==> config.mk <==
export PLATFORM = sky130hd
export DESIGN_NAME = msb_first_bit_packer_top
export DESIGN_NICKNAME = d
export VERILOG_FILES = /design/src/design/mfbp_pkg.sv /design/src/design/mfbp_ram.sv /design/src/design/mfbp_ctrl.sv /design/src/design/mfbp_dp.sv /design/src/design/msb_first_bit_packer_top.sv
export SDC_FILE = /design/constraint.sdc
export NUM_CORES = 1
export LEC_CHECK = 0
export BUFFER_PORTS_ARGS = -buffer_cell sky130_fd_sc_hd__buf_2
export CAP_MARGIN = 20
export CORE_ASPECT_RATIO = 1.2
export CORE_MARGIN = 2
export CORE_UTILIZATION = 30
export CTS_CLUSTER_SIZE = 10
export DETAILED_ROUTE_END_ITERATION = 6
export HOLD_SLACK_MARGIN = 0.15
export MAX_ROUTING_LAYER = met4
export PLACE_DENSITY_LB_ADDON = 0.08
export SLEW_MARGIN = 20
export SYNTH_ARGS = -nofsm -noshare
export SYNTH_HDL_FRONTEND = slang
export SYNTH_HIERARCHICAL = 1
export SYNTH_SLANG_ARGS = --single-unit
==> constraint.sdc <==
create_clock -name clk -period 5.8 [get_ports clk]
set_input_delay 0.87 -clock clk [delete_from_list [all_inputs] [get_ports clk]]
set_output_delay 0.87 -clock clk [all_outputs]
set_load 0.1 [all_outputs]
==> src/design/mfbp_pkg.sv <==
`timescale 1ns / 1ps
// ----------------------------------------------------------------------------
// mfbp_pkg
// Shared types and constants for the MSB-first bit packer.
// ----------------------------------------------------------------------------
package mfbp_pkg;

  // Default sizing
  localparam int MAX_BYTES_DEF   = 64;
  localparam int SLACK_BYTES_DEF = 4;

  // Field geometry
  localparam int FIELD_BITS = 32;               // widest appended field
  localparam int WIN_W      = FIELD_BITS + 8;   // field plus worst-case bit offset
  localparam int SPAN_W     = 3;                // holds up to 5 bytes touched
  localparam int CAP_W      = 7;
  localparam logic [CAP_W-1:0] CAP_RESET = 7'd64;

  // Port field widths
  localparam int OP_W     = 2;
  localparam int COUNT_W  = 6;
  localparam int INDEX_W  = 7;
  localparam int RDB_W    = 8;
  localparam int REM_W    = 10;
  localparam int USED_W   = 7;
  localparam int IN_DATA_W  = 48;
  localparam int OUT_DATA_W = 32;

  typedef enum logic [OP_W-1:0] {
    OP_APPEND = 2'd0,
    OP_CLEAR  = 2'd1,
    OP_READ   = 2'd2,
    OP_STATUS = 2'd3
  } op_t;

  // Controller -> datapath
  typedef struct packed {
    logic item_load;
    logic exec;
    logic mem_write;
    logic rd_capture;
    logic out_load;
  } cmd_t;

  // Datapath -> controller
  typedef struct packed {
    op_t  op;
    logic app_go;
    logic last_byte;
    logic out_free;
  } sts_t;

endpackage

==> src/design/mfbp_ram.sv <==
`timescale 1ns / 1ps
// ----------------------------------------------------------------------------
// mfbp_ram
// Generic simple dual-port RAM, one write and one registered read port.
// ----------------------------------------------------------------------------
module mfbp_ram #(
  parameter int WIDTH = 8,
  parameter int DEPTH = 68
) (
  input  logic                     clk,
  input  logic                     wr_en,
  input  logic [$clog2(DEPTH)-1:0] wr_addr,
  input  logic [WIDTH-1:0]         wr_data,
  input  logic [$clog2(DEPTH)-1:0] rd_addr,
  output logic [WIDTH-1:0]         rd_data
);

  logic [WIDTH-1:0] mem [DEPTH];

  always_ff @(posedge clk) begin
    if (wr_en) begin
      mem[wr_addr] <= wr_data;
    end
    rd_data <= mem[rd_addr];
  end

endmodule

==> src/design/mfbp_ctrl.sv <==
`timescale 1ns / 1ps
// ----------------------------------------------------------------------------
// mfbp_ctrl
// Sequencer: accepts one item, steps the datapath, hands off the result.
// ----------------------------------------------------------------------------
module mfbp_ctrl
  import mfbp_pkg::*;
(
  input  logic clk,
  input  logic rst_n,
  input  logic in_tvalid,
  output logic in_tready,
  input  sts_t sts,
  output cmd_t cmd
);

  typedef enum logic [4:0] {
    ST_IDLE   = 5'b00001,
    ST_EXEC   = 5'b00010,
    ST_WRITE  = 5'b00100,
    ST_RDWAIT = 5'b01000,
    ST_DONE   = 5'b10000
  } state_t;

  state_t state_r, state_nxt;

  // State register
  always_ff @(posedge clk) begin
    if (!rst_n) begin
      state_r <= ST_IDLE;
    end else begin
      state_r <= state_nxt;
    end
  end

  // Next state and commands
  always_comb begin
    state_nxt = state_r;
    cmd       = '0;
    in_tready = 1'b0;
    case (state_r)
      ST_IDLE: begin
        // no transfer is taken while reset is held
        in_tready = rst_n;
        if (in_tvalid && rst_n) begin
          cmd.item_load = 1'b1;
          state_nxt     = ST_EXEC;
        end
      end
      ST_EXEC: begin
        cmd.exec = 1'b1;
        if (sts.app_go) begin
          state_nxt = ST_WRITE;
        end else if (sts.op == OP_READ) begin
          state_nxt = ST_RDWAIT;
        end else begin
          state_nxt = ST_DONE;
        end
      end
      ST_WRITE: begin
        cmd.mem_write = 1'b1;
        if (sts.last_byte) begin
          state_nxt = ST_DONE;
        end
      end
      ST_RDWAIT: begin
        cmd.rd_capture = 1'b1;
        state_nxt      = ST_DONE;
      end
      ST_DONE: begin
        if (sts.out_free) begin
          cmd.out_load = 1'b1;
          state_nxt    = ST_IDLE;
        end
      end
      default: begin
        state_nxt = ST_IDLE;
      end
    endcase
  end

endmodule

==> src/design/mfbp_dp.sv <==
`timescale 1ns / 1ps
// ----------------------------------------------------------------------------
// mfbp_dp
// Datapath: cursor, capacity, field alignment, byte store and result register.
// ----------------------------------------------------------------------------
module mfbp_dp
  import mfbp_pkg::*;
#(
  parameter int MAX_BYTES   = MAX_BYTES_DEF,
  parameter int SLACK_BYTES = SLACK_BYTES_DEF
) (
  input  logic                  clk,
  input  logic                  rst_n,
  input  logic [IN_DATA_W-1:0]  in_tdata,
  input  logic [OP_W-1:0]       in_tuser,
  output logic                  out_tvalid,
  input  logic                  out_tready,
  output logic [OUT_DATA_W-1:0] out_tdata,
  input  logic                  cfg_wr_en,
  input  logic [CAP_W-1:0]      cfg_wr_data,
  input  cmd_t                  cmd,
  output sts_t                  sts
);

  localparam int STORE = MAX_BYTES + SLACK_BYTES;
  localparam int CUR_W = $clog2(STORE * 8 + 1);
  localparam int SUM_W = CUR_W + 1;
  localparam int IDX_W = $clog2(STORE);

  // Item registers
  op_t                    op_r;
  logic [FIELD_BITS-1:0]  data_r;
  logic [COUNT_W-1:0]     count_r;
  logic [INDEX_W-1:0]     index_r;

  // Architectural state
  logic [CAP_W-1:0]       cap_r;
  logic [CUR_W-1:0]       cursor_r;

  // Append sequencing
  logic [WIN_W-1:0]       win_r;
  logic [IDX_W-1:0]       waddr_r;
  logic [SPAN_W-1:0]      left_r;
  logic                   first_r;
  logic                   off_nz_r;

  // Result registers
  logic [RDB_W-1:0]       rd_byte_r;
  logic                   err_r;
  logic                   out_valid_r;
  logic [OUT_DATA_W-1:0]  out_data_r;

  // Combinational
  logic [CAP_W-1:0]       eff_cap;
  logic [COUNT_W-1:0]     cnt;
  logic [2:0]             off;
  logic [SUM_W-1:0]       sum;
  logic [SUM_W-1:0]       limit;
  logic [SUM_W-1:0]       cap_bits;
  logic [SUM_W-1:0]       cur_x;
  logic [SUM_W-1:0]       used_full;
  logic [SUM_W-1:0]       remain;
  logic                   is_app;
  logic                   app_go;
  logic                   app_err;
  logic [FIELD_BITS-1:0]  field_val;
  logic [5:0]             sh;
  logic [WIN_W-1:0]       win;
  logic [SPAN_W-1:0]      nbytes;
  logic [IDX_W-1:0]       rd_addr;
  logic [RDB_W-1:0]       rd_data;
  logic [RDB_W-1:0]       wr_data;

  // Capacity clamp and counts
  always_comb begin
    if (cap_r == '0) begin
      eff_cap = CAP_W'(1);
    end else if (32'(cap_r) > MAX_BYTES) begin
      eff_cap = CAP_W'(MAX_BYTES);
    end else begin
      eff_cap = cap_r;
    end
  end

  assign cnt       = (count_r > COUNT_W'(FIELD_BITS)) ? COUNT_W'(FIELD_BITS) : count_r;
  assign off       = cursor_r[2:0];
  assign cur_x     = SUM_W'(cursor_r);
  assign sum       = cur_x + SUM_W'(cnt);
  assign limit     = (SUM_W'(eff_cap) + SUM_W'(SLACK_BYTES)) << 3;
  assign cap_bits  = SUM_W'(eff_cap) << 3;
  assign used_full = (cur_x + SUM_W'(7)) >> 3;
  assign remain    = (cur_x < cap_bits) ? (cap_bits - cur_x) : '0;

  assign is_app  = (op_r == OP_APPEND) && (cnt != '0);
  assign app_go  = is_app && (sum <= limit);
  assign app_err = is_app && (sum > limit);

  // Field alignment: MSB of the field lands at bit (7 - off) of the cursor byte
  assign field_val = data_r & ({FIELD_BITS{1'b1}} >> (6'(FIELD_BITS) - cnt));
  assign sh        = 6'(WIN_W) - 6'(off) - cnt;
  assign win       = WIN_W'(field_val) << sh;
  assign nbytes    = SPAN_W'((7'(off) + 7'(cnt) + 7'd7) >> 3);

  // Store read address: the read index or the cursor byte
  assign rd_addr = (op_r == OP_READ) ? IDX_W'(index_r) : IDX_W'(cursor_r >> 3);

  // First byte merges with what is already there when the cursor is mid-byte
  assign wr_data = win_r[WIN_W-1 -: RDB_W] | ((first_r && off_nz_r) ? rd_data : '0);

  mfbp_ram #(
    .WIDTH (RDB_W),
    .DEPTH (STORE)
  ) u_ram (
    .clk     (clk),
    .wr_en   (cmd.mem_write),
    .wr_addr (waddr_r),
    .wr_data (wr_data),
    .rd_addr (rd_addr),
    .rd_data (rd_data)
  );

  // Item capture
  always_ff @(posedge clk) begin
    if (cmd.item_load) begin
      op_r    <= op_t'(in_tuser);
      data_r  <= in_tdata[31:0];
      count_r <= in_tdata[37:32];
      index_r <= in_tdata[44:38];
    end
  end

  // Capacity register
  always_ff @(posedge clk) begin
    if (!rst_n) begin
      cap_r <= CAP_RESET;
    end else if (cfg_wr_en) begin
      cap_r <= cfg_wr_data;
    end
  end

  // Cursor: bytes at or past the rounded-up cursor read as zero
  always_ff @(posedge clk) begin
    if (!rst_n) begin
      cursor_r <= '0;
    end else if (cmd.exec) begin
      if (op_r == OP_CLEAR) begin
        cursor_r <= '0;
      end else if (app_go) begin
        cursor_r <= CUR_W'(sum);
      end
    end
  end

  // Byte write sequencing
  always_ff @(posedge clk) begin
    if (cmd.exec) begin
      win_r    <= win;
      waddr_r  <= IDX_W'(cursor_r >> 3);
      left_r   <= nbytes;
      first_r  <= 1'b1;
      off_nz_r <= (off != '0);
    end else if (cmd.mem_write) begin
      win_r   <= win_r << RDB_W;
      waddr_r <= waddr_r + IDX_W'(1);
      left_r  <= left_r - SPAN_W'(1);
      first_r <= 1'b0;
    end
  end

  // Per-item result fields
  always_ff @(posedge clk) begin
    if (cmd.exec) begin
      err_r     <= app_err;
      rd_byte_r <= '0;
    end else if (cmd.rd_capture) begin
      rd_byte_r <= (32'(index_r) < 32'(used_full)) ? rd_data : '0;
    end
  end

  // Output register
  always_ff @(posedge clk) begin
    if (!rst_n) begin
      out_valid_r <= 1'b0;
    end else if (cmd.out_load) begin
      out_valid_r <= 1'b1;
    end else if (out_tready) begin
      out_valid_r <= 1'b0;
    end
  end

  always_ff @(posedge clk) begin
    if (cmd.out_load) begin
      out_data_r <= {4'b0000,
                     err_r,
                     (cur_x > cap_bits),
                     (cur_x >= cap_bits),
                     USED_W'(used_full),
                     REM_W'(remain),
                     rd_byte_r};
    end
  end

  assign out_tvalid = out_valid_r;
  assign out_tdata  = out_data_r;

  assign sts.op        = op_r;
  assign sts.app_go    = app_go;
  assign sts.last_byte = (left_r == SPAN_W'(1));
  assign sts.out_free  = !out_valid_r || out_tready;

endmodule

==> src/design/msb_first_bit_packer_top.sv <==
`timescale 1ns / 1ps
// ----------------------------------------------------------------------------
// msb_first_bit_packer_top
// Packs variable-length bit fields MSB first into a byte store.
// ----------------------------------------------------------------------------
// Usage:
//   in_*  : one command per transfer. in_tuser carries the operation
//           (append, clear, read, status); in_tdata carries the field word,
//           its bit count and a byte index for reads.
//   out_* : exactly one status result per command, from an output register.
//   cfg_* : capacity in bytes, written while the block is idle.
// Timing:
//   One command at a time. Append of a field touching n bytes (1..5)
//   runs through execute, n byte writes and done, the byte writes going
//   one per cycle through the single write port of the store. Read adds
//   a wait state for the registered store read; clear, status and a
//   rejected or empty append go from execute straight to done. out_tvalid
//   rises once the done state finds the output register free and loads it.
// Reset:
//   Cursor is zero and capacity is 64; no clearing pass over the store is
//   needed since bytes beyond the cursor read as zero. in_tready is low
//   while reset is held.
// Stall:
//   A waiting result holds; the next command may be taken and runs until
//   its result is ready, then waits for the output register to free up.
// ----------------------------------------------------------------------------
module msb_first_bit_packer_top
  import mfbp_pkg::*;
#(
  parameter int MAX_BYTES   = MAX_BYTES_DEF,
  parameter int SLACK_BYTES = SLACK_BYTES_DEF
) (
  input  logic                  clk,
  input  logic                  rst_n,
  input  logic                  in_tvalid,
  output logic                  in_tready,
  // [31:0] bit_data, [37:32] bit_count, [44:38] byte_index, [47:45] zero
  input  logic [IN_DATA_W-1:0]  in_tdata,
  // [1:0] operation
  input  logic [OP_W-1:0]       in_tuser,
  output logic                  out_tvalid,
  input  logic                  out_tready,
  // [7:0] read_byte, [17:8] remaining_bits, [24:18] used_bytes,
  // [25] is_full, [26] is_overflow, [27] append_error, [31:28] zero
  output logic [OUT_DATA_W-1:0] out_tdata,
  input  logic                  cfg_wr_en,
  input  logic [CAP_W-1:0]      cfg_wr_data
);

  cmd_t cmd;
  sts_t sts;

  mfbp_ctrl u_ctrl (
    .clk       (clk),
    .rst_n     (rst_n),
    .in_tvalid (in_tvalid),
    .in_tready (in_tready),
    .sts       (sts),
    .cmd       (cmd)
  );

  mfbp_dp #(
    .MAX_BYTES   (MAX_BYTES),
    .SLACK_BYTES (SLACK_BYTES)
  ) u_dp (
    .clk         (clk),
    .rst_n       (rst_n),
    .in_tdata    (in_tdata),
    .in_tuser    (in_tuser),
    .out_tvalid  (out_tvalid),
    .out_tready  (out_tready),
    .out_tdata   (out_tdata),
    .cfg_wr_en   (cfg_wr_en),
    .cfg_wr_data (cfg_wr_data),
    .cmd         (cmd),
    .sts         (sts)
  );

endmodule

After elaboration in Yosys (flattened, before gate mapping)
Memory sizes are Yosys's and may differ from the RTL's. A register that Yosys moved wholly into a read port is not among the register bits.
Cells that the tools add are included.
{"block": "word_totals", "ff_bits": 159, "ram_bits": 544, "inputBits": 62, "output_inout_bits": 34, "mem_count": 1}
{"block": "op_classes", "add_sub_neg": 11, "order_cmp": 8, "eq_ne": 11, "shifts": 2, "muxes": 32, "n_bitwise": 2, "reduce_logical": 16}
{"name": "u_dp.u_ram.mem", "words": 68, "width": 8, "read_ports": 1, "rd_clocked_by_memory_dff": 1, "write_ports": 1, "line": "mfbp_ram.sv:18", "rtl": "logic [WIDTH-1:0] mem [DEPTH];"}
{"cell": "two-way mux 40 bit", "count": 2}
{"cell": "left shift 32 x 6 -> 40 bit", "count": 1}
{"cell": "two-way mux 7 bit", "count": 5}
{"cell": "bitwise AND 32 bit", "count": 1}
{"cell": ">> shifter 32 x 6 -> 32 bit (first input constant)", "count": 1}
{"cell": "two-way mux 5 bit", "count": 5}
{"cell": "case mux 5 bit (5 select lines)", "count": 1}
{"cell": "two-way mux 10 bit", "count": 2}
{"cell": "two-way mux 8 bit", "count": 2}
{"cell": "two-way mux 1 bit", "count": 12}
{"cell": "adder 10 x 3 -> 11 bit (second input constant)", "count": 1}
{"cell": "adder 10 x 6 -> 11 bit", "count": 1}
{"cell": "greater-than comparator 11 bit", "count": 1}
{"cell": "<= comparator 11 bit", "count": 1}
{"cell": ">= comparator 10 bit", "count": 1}
{"cell": "greater-than comparator 10 bit", "count": 1}
{"cell": "< comparator 10 bit", "count": 1}
{"cell": "subtractor 10 bit", "count": 1}
{"cell": "adder 7 x 3 -> 8 bit (second input constant)", "count": 1}
{"cell": "< comparator 7 x 8 -> 1 bit", "count": 1}
{"cell": "OR 8 bit", "count": 1}
{"cell": "adder 7 x 1 -> 7 bit (second input constant)", "count": 1}
{"cell": "greater-than comparator 7 bit (second input constant)", "count": 1}
{"cell": "logical NOT 7 bit", "count": 1}
{"cell": "other kinds (28)", "count": 36}

Logic depth before layout (Yosys ltp)
Gate-level depths: netlist of the first run.
{"block": "logic_depth", "depth_word": 8, "depth_mapped": 22, "ltp_nobuf": 19}

By module
Netlist of the first run, hierarchy kept.
{"mod": "mfbp_ram", "instances": 1, "cells_per_inst": 977, "area_per_inst_um2": 21340.5}
{"mod": "mfbp_dp", "instances": 1, "cells_per_inst": 997, "area_per_inst_um2": 9898.2}
{"mod": "mfbp_ctrl", "instances": 1, "cells_per_inst": 37, "area_per_inst_um2": 295.3}

Worst setup path after synthesis of the first run
No wires, ideal clock.
{"block": "synth_timing", "path_kind": "reg2reg", "from": "reg u_dp.count_r[5]", "to": "reg u_ctrl.state_r[4]", "t_arrival_ns": 4.385, "required_ns": 5.714, "setup_slack_ns": 1.330, "stages_incl_launch_ff": 23, "path_buffers": 3, "period_less_slack_ns": 4.470, "path_cell_list": "edfxtp_1 > buf_1 > clkbuf_1 > nand2b_1 > inv_1 > ha_1 > fa_1 > a21o_1 > a21oi_1 > o21bai_1 > a21oi_1 > nor2_1 > xnor2_1 > ha_1 > o21ai_0 > a21oi_1 > o41ai_1 > a21oi_1 > or2_2 > inv_1 > buf_4 > or3_1 > a211oi_1"}
{"block": "synth_between", "elab_chain_len": 7, "elab_cells_between_ends": 9, "cone_classes": "add/sub: 1; order compare: 2; mux: 3; reduce/logical: 3"}
{"element": "from (decl)", "line": "mfbp_dp.sv:33", "rtl": "logic [COUNT_W-1:0] count_r;"}
{"element": "from (signal assigned)", "line": "mfbp_dp.sv:127", "rtl": "count_r <= in_tdata[37:32];"}
{"element": "greater-than comparator 6 bit", "line": "mfbp_dp.sv:85", "rtl": "assign cnt = (count_r > COUNT_W'(FIELD_BITS)) ? COUNT_W'(FIELD_BITS) : count_r;"}
{"element": "two-way mux 6 bit (*)", "line": "mfbp_dp.sv:85"}
{"element": "adder 10 x 6 -> 11 bit / nonzero test 6 bit (equally long branches)", "line": "mfbp_dp.sv:88, mfbp_dp.sv:94"}
{"element": "<= comparator 11 bit / logical AND 1 bit (equally long branches)", "line": "mfbp_dp.sv:95, mfbp_dp.sv:94"}
{"element": "logical AND 1 bit (*)", "line": "mfbp_dp.sv:95", "rtl": "assign app_go = is_app && (sum <= limit);"}
{"element": "net u_dp.app_go", "line": "mfbp_dp.sv:64", "rtl": "logic app_go;"}
{"element": "two-way mux 5 bit (*)", "line": "mfbp_ctrl.sv:52", "rtl": "if (sts.app_go) begin"}
{"element": "case mux 5 bit (5 select lines) (*)", "line": "mfbp_ctrl.sv:41", "rtl": "case (state_r)"}
{"element": "to (signal assigned)", "line": "mfbp_ctrl.sv:32", "rtl": "state_r <= state_nxt;"}
{"element": "to (decl)", "line": "mfbp_ctrl.sv:25", "rtl": "state_t state_r, state_nxt;"}
The timed path passes the listed nets; every way through them passes the cells marked *.
A chain may end at the register's enable or synchronous reset.

Final worst setup path of the first run
{"block": "layout_timing", "from": "reg u_dp.count_r[5]", "to": "reg u_dp.win_r[27], data pin"}
{"block": "layout_between", "elab_chain_len": 7, "elab_cells_between_ends": 8, "cone_classes": "add/sub: 2; order compare: 1; shift: 2; mux: 2; bitwise: 1"}
{"element": "greater-than comparator 6 bit", "line": "mfbp_dp.sv:85"}
{"element": "two-way mux 6 bit (*)", "line": "mfbp_dp.sv:85"}
{"element": "subtractor 6 bit", "line": "mfbp_dp.sv:99", "rtl": "assign field_val = data_r & ({FIELD_BITS{1'b1}} >> (6'(FIELD_BITS) - cnt));"}
{"element": ">> shifter 32 x 6 -> 32 bit", "line": "mfbp_dp.sv:99"}
{"element": "bitwise AND 32 bit", "line": "mfbp_dp.sv:99"}
{"element": "left shift 32 x 6 -> 40 bit (*)", "line": "mfbp_dp.sv:101", "rtl": "assign win = WIN_W'(field_val) << sh;"}
{"element": "two-way mux 40 bit (*)", "line": "mfbp_dp.sv:156", "rtl": "if (cmd.exec) begin"}
{"element": "to (signal assigned)", "line": "mfbp_dp.sv:157", "rtl": "win_r <= win;"}
{"element": "to (signal assigned)", "line": "mfbp_dp.sv:163", "rtl": "win_r <= win_r << RDB_W;"}
{"element": "to (decl)", "line": "mfbp_dp.sv:41", "rtl": "logic [WIN_W-1:0] win_r;"}
Mark *: on every way between the ends. The rest lies on a longest branch, timed or not.

==> impl_results.md, run 1 <==
* R2R cell count at 12
* CP arrival at 5260 ps
* Setup violations, final at 0
* Detailed placement HPWL at 56400 um
* CORE AREA at 0.104 mm^2
* Drt wl/cell at 24.5 um
* Longest Clk Path Bufs at 3
* First-pass GRT wire length at 127000 um
* Sequential power share at 0.507
* Critical Path RT at 6310 ps
* Reg2Reg Setup Slack at 1050 ps
* Full die area at 0.108 mm^2
* Post-route ant nets at 0
* Leakage power at 11.4 nW
* Worst slew pin tran at 1090 ps
* Post-synthesis sequential area ratio at 0.664
* Clock Power Share at 0.415
* Sw Share at 0.234
* Worst skew pair latency at 640 ps
* Worst hold path class: input port to register
* Initial Util at 0.302
* Mapped Cells at 2011
* Root Driver: clkbuf_16
* Final period util at 0.819
* Initial antenna violation count at 0
* Fin nets at 2225
* Syn avg cell area at 15.7 um^2
* IO Port Bufs at 88
* Crit end category: register
* Row Count at 130
* Post-CTS sizing at 0
* DRT iter0 DRCs at 1345
* Switching pwr at 2.61 mW
* Slew Limit Fails at 0
* Ys async rst share at 0
* Hold Vio Cnt, Final at 0
* Outcome: complete, no violations
* DP Cell Count at 3414
* CP Launch Type: register
* Tot GR Track Use at 0.165
* Most common cell after layout, fill and taps aside: edfxtp_1
* Setup repair after global routing missed its margin: no
* Final Critical Period at 4750 ps
* Maximum number of pins on one net before global-route repair at 91
* Number of global-route vias before repair at 18600
* Combinational fraction of design power at 0.077
* Number of H-tree levels at 3
* Num CTS Buffers at 83
* Aggregate global routing overflow at 0
* Height of the die at 359 um
* CP Max Fanout at 18
* Skew final at 29.0 ps
* I/O Pins at 96
* Power per Cell Area at 311 mW/mm^2
* Clock sinks at 711
* DRT Wirelength at 86400 um
* Post-CTS setup buffers at 0
* Peak Freq at 211 MHz
* Max VDD drop at 0.201 mV
* GPL Wtd Cong at 0.896
* Commonest non-fill, non-tap cells in the layout: 671 x edfxtp_1, 156 x nor2_1, 132 x mux4_2
* Synth Warn # at 6
* DR pass1 iterations at 7
* CTS tree: built
* Synth-to-Final Area Change at 13.9%
* Hold depth at 1
* Relative slew slack at 0.272
* Setup tns final at 0 ps
* Maxcap violations at 0
* Final worst setup slack at 1050 ps
* WHS at 408 ps
* Dpl ws at 1130 ps
* Die width at 300 um
* Remaining DRCs at 0
* Worst-path clk slew at 50 ps
* Number of flops mapped to enable cells by yosys at 671
* R2r startpoint: u_dp/count_r[5]$_DFFE_PP_
* HP Start: in_tdata[31]
* Fillers at 10100
* CTS Hold Bufs at 0
* Via/cell ratio at 5.07
* Mapped cell area at 0.0315 mm^2
* Crit. Startpoint: u_dp/count_r[5]$_DFFE_PP_
* Tot Pwr at 11.2 mW
* Share of post-route cells with drive strength above 1 at 0.205
* Synth Flop Type: edfxtp_1
* Critical path type: register to register
* #FFs+latches synth at 711
* Synth cell types at 87
* Routed via count at 17900
* Int Pwr at 8.56 mW
* Inserted Diodes at 0
* Finished Layout Cells at 3533
-- metrics by stage --
step / utilization / cell area [um^2]
2_1_floorplan: - / 31500
3_3_place_gp: 0.322 / 33600
3_5_place_dp: 0.322 / 33600
4_1_cts: 0.344 / 35900
5_1_grt: 0.344 / 35900
6_report: 0.344 / 35900
-- critical path, stage by stage, from the launching register on --
cell and delay [ps]:
edfxtp_1 510, buf_4 260, or2b_1 330, ha_1 410, fa_1 560, a21oi_1 270, mux2i_1 540, nand2_1 320
nor2_1 330, buf_4 260, nand2_1 290, a211oi_1 380, or3b_2 170
-- path summary, 6_finish.rpt --
path	end
setup / recovery	u_dp/win_r[27]$_DFFE_PP_
hold / removal	u_dp/data_r[31]$_DFFE_PP_
setup reg to reg	u_dp/win_r[27]$_DFFE_PP_
hold reg to reg	u_dp/out_tdata[0]$_DFFE_PP_
-- layout make-up --
type | instances | area, um^2 | area share
multi-input cells | 1125 | 9900 | 0.276
inverters | 66 | 248 | 0.00689
clock inverters | 12 | 143 | 0.00397
flip-flops and latches | 711 | 21000 | 0.583
clock buffers | 107 | 2180 | 0.0606
repair buffers | 126 | 776 | 0.0216
well taps | 1386 | 1730 | 0.0483
-- layer usage --
| layer | part of all wire | GRT usage | vias to the layer above | wire length, um |
|---|---|---|---|---|
| li1 | - | - | 8145 | - |
| met3 | 0.039 | 0.0231 | 142 | 3400 |
| met5 | 0 | - | - | 0 |
| met4 | 0.031 | 0.0581 | 0 | 2690 |
| met2 | 0.49 | 0.271 | 428 | 42600 |
| met1 | 0.44 | 0.207 | 9189 | 37800 |
-- logic make-up after synthesis --
logic type | share of synthesized area
AOI/OAI and AO/OA | 0.0768
and+or+nand+nor | 0.0707
adders and majority gates | 0.0203
buffers and inverters | 0.0246
DFF | 0.664
other | 0.000238
muxes | 0.134
xor gates and xnor gates | 0.00917
-- power by group through the flow --
stage	registers [mW]	clock network, mW	logic, mW
floorplan	5.76	0	0.583
global placement	5.77	0	0.864
detailed placement	5.77	0	0.867
CTS	5.67	4.81	0.872
global route	5.67	5.00	0.939
finish	5.67	4.64	0.865
-- cell usage after synthesis, types with 25 or more instances --
cell	n	area share
o21ai_0	43	0.0068
nor3_1	28	0.0044
o22ai_1	31	0.0062
mux4_2	132	0.094
ha_1	48	0.019
mux2i_1	75	0.024
buf_2	26	0.0041
xnor2_1	25	0.0069
nor2b_1	50	0.0099
inv_1	65	0.0077
clkbuf_1	60	0.0071
nor2_1	157	0.019
dfxtp_1	40	0.025
nand3_1	28	0.0044
a21oi_1	42	0.0067
edfxtp_1	671	0.64
nand2_1	92	0.011
mux2_2	44	0.016
-- sequential cells by signal, summed over array words and instances (netlist names) --
| signal | count |
|---|---|
| u_dp/cap_r | 7 |
| u_dp/left_r | 3 |
| u_dp/win_r | 40 |
| u_ctrl/state_r | 5 |
| u_dp/index_r | 7 |
| u_dp/count_r | 6 |
| u_dp/waddr_r | 7 |
| u_dp/op_r | 2 |
| u_dp/data_r | 32 |
| u_dp/rd_byte_r | 8 |
| u_dp/out_tvalid | 1 |
| u_dp/first_r | 1 |
| u_dp/cursor_r | 10 |
| u_dp/off_nz_r | 1 |
| u_dp/out_tdata | 28 |
| u_dp/u_ram/mem | 544 |
| u_dp/u_ram/rd_data | 8 |
| u_dp/err_r | 1 |
Power figures use the tool's default switching activity.
==> inputs of run 2 (changes only) <==
clock period = 4.8 ns   (was 5.8 ns; I/O delays follow)
==> impl_results.md, run 2 (synthesis gave the netlist of run 1 again) <==
* Relative slew slack at 0.220 (was 0.272)
* Tot Pwr at 13.9 mW (was 11.2 mW)
* Commonest non-fill, non-tap cells in the layout: 671 x edfxtp_1, 157 x nor2_1, 132 x mux4_2 (was 671 x edfxtp_1, 156 x nor2_1, 132 x mux4_2)
* Post-DP Area at 0.0340 mm^2 (was 0.0336 mm^2)
* Root Driver: clkbuf_16 (unchanged)
* Remaining DRCs at 0 (unchanged)
* WHS at 263 ps (was 408 ps)
* GPL Wtd Cong at 0.895 (was 0.896)
* Post-CTS setup buffers at 0 (unchanged)
* Detailed placement HPWL at 59200 um (was 56400 um)
* Worst hold path class: input port to register (unchanged)
* Inserted Diodes at 0 (unchanged)
* R2R cell count at 12 (unchanged)
* Die width at 300 um (unchanged)
* Initial antenna violation count at 4 (was 0)
* Share of post-route cells with drive strength above 1 at 0.221 (was 0.205)
* Fin nets at 2273 (was 2225)
* Setup tns final at 0 ps (unchanged)
* Longest Clk Path Bufs at 3 (unchanged)
* DP Cell Count at 3460 (was 3414)
* Worst skew pair latency at 630 ps (was 640 ps)
* CTS tree: built (unchanged)
* Top routing layer used: met4 (unchanged)
* Switching pwr at 3.17 mW (was 2.61 mW)
* Most common cell after layout, fill and taps aside: edfxtp_1 (unchanged)
* Via/cell ratio at 5.11 (was 5.07)
* Initial Util at 0.302 (unchanged)
* Hold depth at 1 (unchanged)
* Worst-path clk slew at 50 ps (about the same)
* Largest regs: u_dp/u_ram/mem (544), u_dp/win_r (40), u_dp/data_r (32) (unchanged)
* First-pass GRT wire length at 131000 um (was 127000 um)
* CP Launch Type: register (unchanged)
* Final Critical Period at 4370 ps (was 4750 ps)
* Final core utilization at 0.350 (was 0.344)
* Peak Freq at 229 MHz (was 211 MHz)
* Reg with most FFs: u_dp/u_ram/mem (unchanged)
* Post-route ant nets at 0 (unchanged)
* Num CTS Buffers at 85 (was 83)
* Final period util at 0.910 (was 0.819)
* Worst slew pin tran at 1160 ps (was 1090 ps)
* Final worst setup slack at 434 ps (was 1050 ps)
* Reg2Reg Setup Slack at 430 ps (was 1050 ps)
* CTS Hold Bufs at 0 (unchanged)
* Height of the die at 359 um (unchanged)
* Clock sinks at 711 (unchanged)
* Dpl ws at 449 ps (was 1130 ps)
* Setup repair after global routing missed its margin: no (unchanged)
* CORE AREA at 0.104 mm^2 (unchanged)
* Power per Cell Area at 380 mW/mm^2 (was 311 mW/mm^2)
* Sw Share at 0.229 (was 0.234)
* Drt wl/cell at 24.6 um (was 24.5 um)
* Int Pwr at 10.7 mW (was 8.56 mW)
* Met2 routed WL at 44800 um (was 42600 um)
* IO Port Bufs at 88 (unchanged)
* Maxcap violations at 0 (unchanged)
* Crit end category: register (unchanged)
* I/O Pins at 96 (unchanged)
* Metal3 WL at 3690 um (was 3400 um)
* Number of global-route vias before repair at 19200 (was 18600)
* Routed via count at 18400 (was 17900)
* CP Max Fanout at 13 (was 18)
* Area of the multi-input gates at 0.00989 mm^2 (was 0.00990 mm^2)
* Aggregate global routing overflow at 0 (unchanged)
* Outcome: complete, no violations (unchanged)
* Full die area at 0.108 mm^2 (unchanged)
* Finished Layout Cells at 3591 (was 3533)
* Critical path type: register to register (unchanged)
* Hold Vio Cnt, Final at 0 (unchanged)
* Row Count at 130 (unchanged)
* Combinational fraction of design power at 0.077 (about the same)
* Largest register FFs at 544 (unchanged)
* Leakage power at 11.8 nW (was 11.4 nW)
* DRT Wirelength at 88400 um (was 86400 um)
* DRT iter0 DRCs at 1149 (was 1345)
* CP arrival at 4740 ps (was 5260 ps)
* Post-CTS sizing at 0 (unchanged)
* Setup violations, final at 0 (unchanged)
* Critical Path RT at 5180 ps (was 6310 ps)
* Max VDD drop at 0.259 mV (was 0.201 mV)
* Final Cell Area at 0.0365 mm^2 (was 0.0359 mm^2)
* Synth-to-Final Area Change at 15.8% (was 13.9%)
* Slew Limit Fails at 0 (unchanged)
* DR pass1 iterations at 7 (unchanged)
* Tot GR Track Use at 0.169 (was 0.165)
* Wl on met1 at 37700 um (was 37800 um)
* Maximum number of pins on one net before global-route repair at 69 (was 91)
* Skew final at 21.4 ps (was 29.0 ps)
* Clock Power Share at 0.429 (was 0.415)
* Number of H-tree levels at 3 (unchanged)
* Sequential power share at 0.494 (was 0.507)
* Register area at 0.0210 mm^2 (unchanged)
* Fillers at 10100 (about the same)
[run 2: changes by cell type in the layout (fill, tap and decap cells not counted), moves of 4 or more]
| cell | delta |
|---|---|
| buf_12 | +5 |
| clkbuf_16 | +6 |
| clkbuf_1 | +4 |
| clkinv_1 | +4 |
| buf_4 | +41 |
[run 2: critical path, cell delays in order (launching register included)]
cell	delay [ps]
edfxtp_1	470
nand2b_1	190
ha_1	270
inv_1	80
ha_1	450
nor2b_1	240
nor4_1	480
o21ai_0	260
a32oi_1	540
o22ai_1	270
mux2_2	370
or2_1	230
a31o_2	250
[run 2: routing by layer]
metal	up-vias	track usage
met4	0	0.0488
met1	9496	0.211
met2	457	0.285
met5	-	-
li1	8260	-
met3	142	0.0234
[run 2: path summary, 6_finish.rpt]
path,startpoint,endpoint
min reg2reg,u_dp/err_r$_DFFE_PP_,u_dp/out_tdata[27]$_DFFE_PP_
max,u_dp/count_r[1]$_DFFE_PP_,u_dp/win_r[32]$_DFFE_PP_
min,in_tdata[34],u_dp/count_r[2]$_DFFE_PP_
max reg2reg,u_dp/count_r[1]$_DFFE_PP_,u_dp/win_r[32]$_DFFE_PP_
[run 2: area by class of cell]
cell class,count,area share
clock buffers,119,0.0649
clock inverters,12,0.00356
flip-flops and latches,711,0.574
well taps,1386,0.0475
repair buffers,172,0.0324
multi-input cells,1125,0.271
inverters,66,0.00679
[run 2: power by group through the flow]
stage / combinational (mW) / sequential [mW] / clock (mW)
floorplan: 0.705 / 6.96 / 0
global placement: 1.08 / 6.97 / 0
CTS: 1.08 / 6.85 / 6.15
finish: 1.07 / 6.85 / 5.95
detailed placement: 1.08 / 6.98 / 0
global route: 1.16 / 6.85 / 6.37
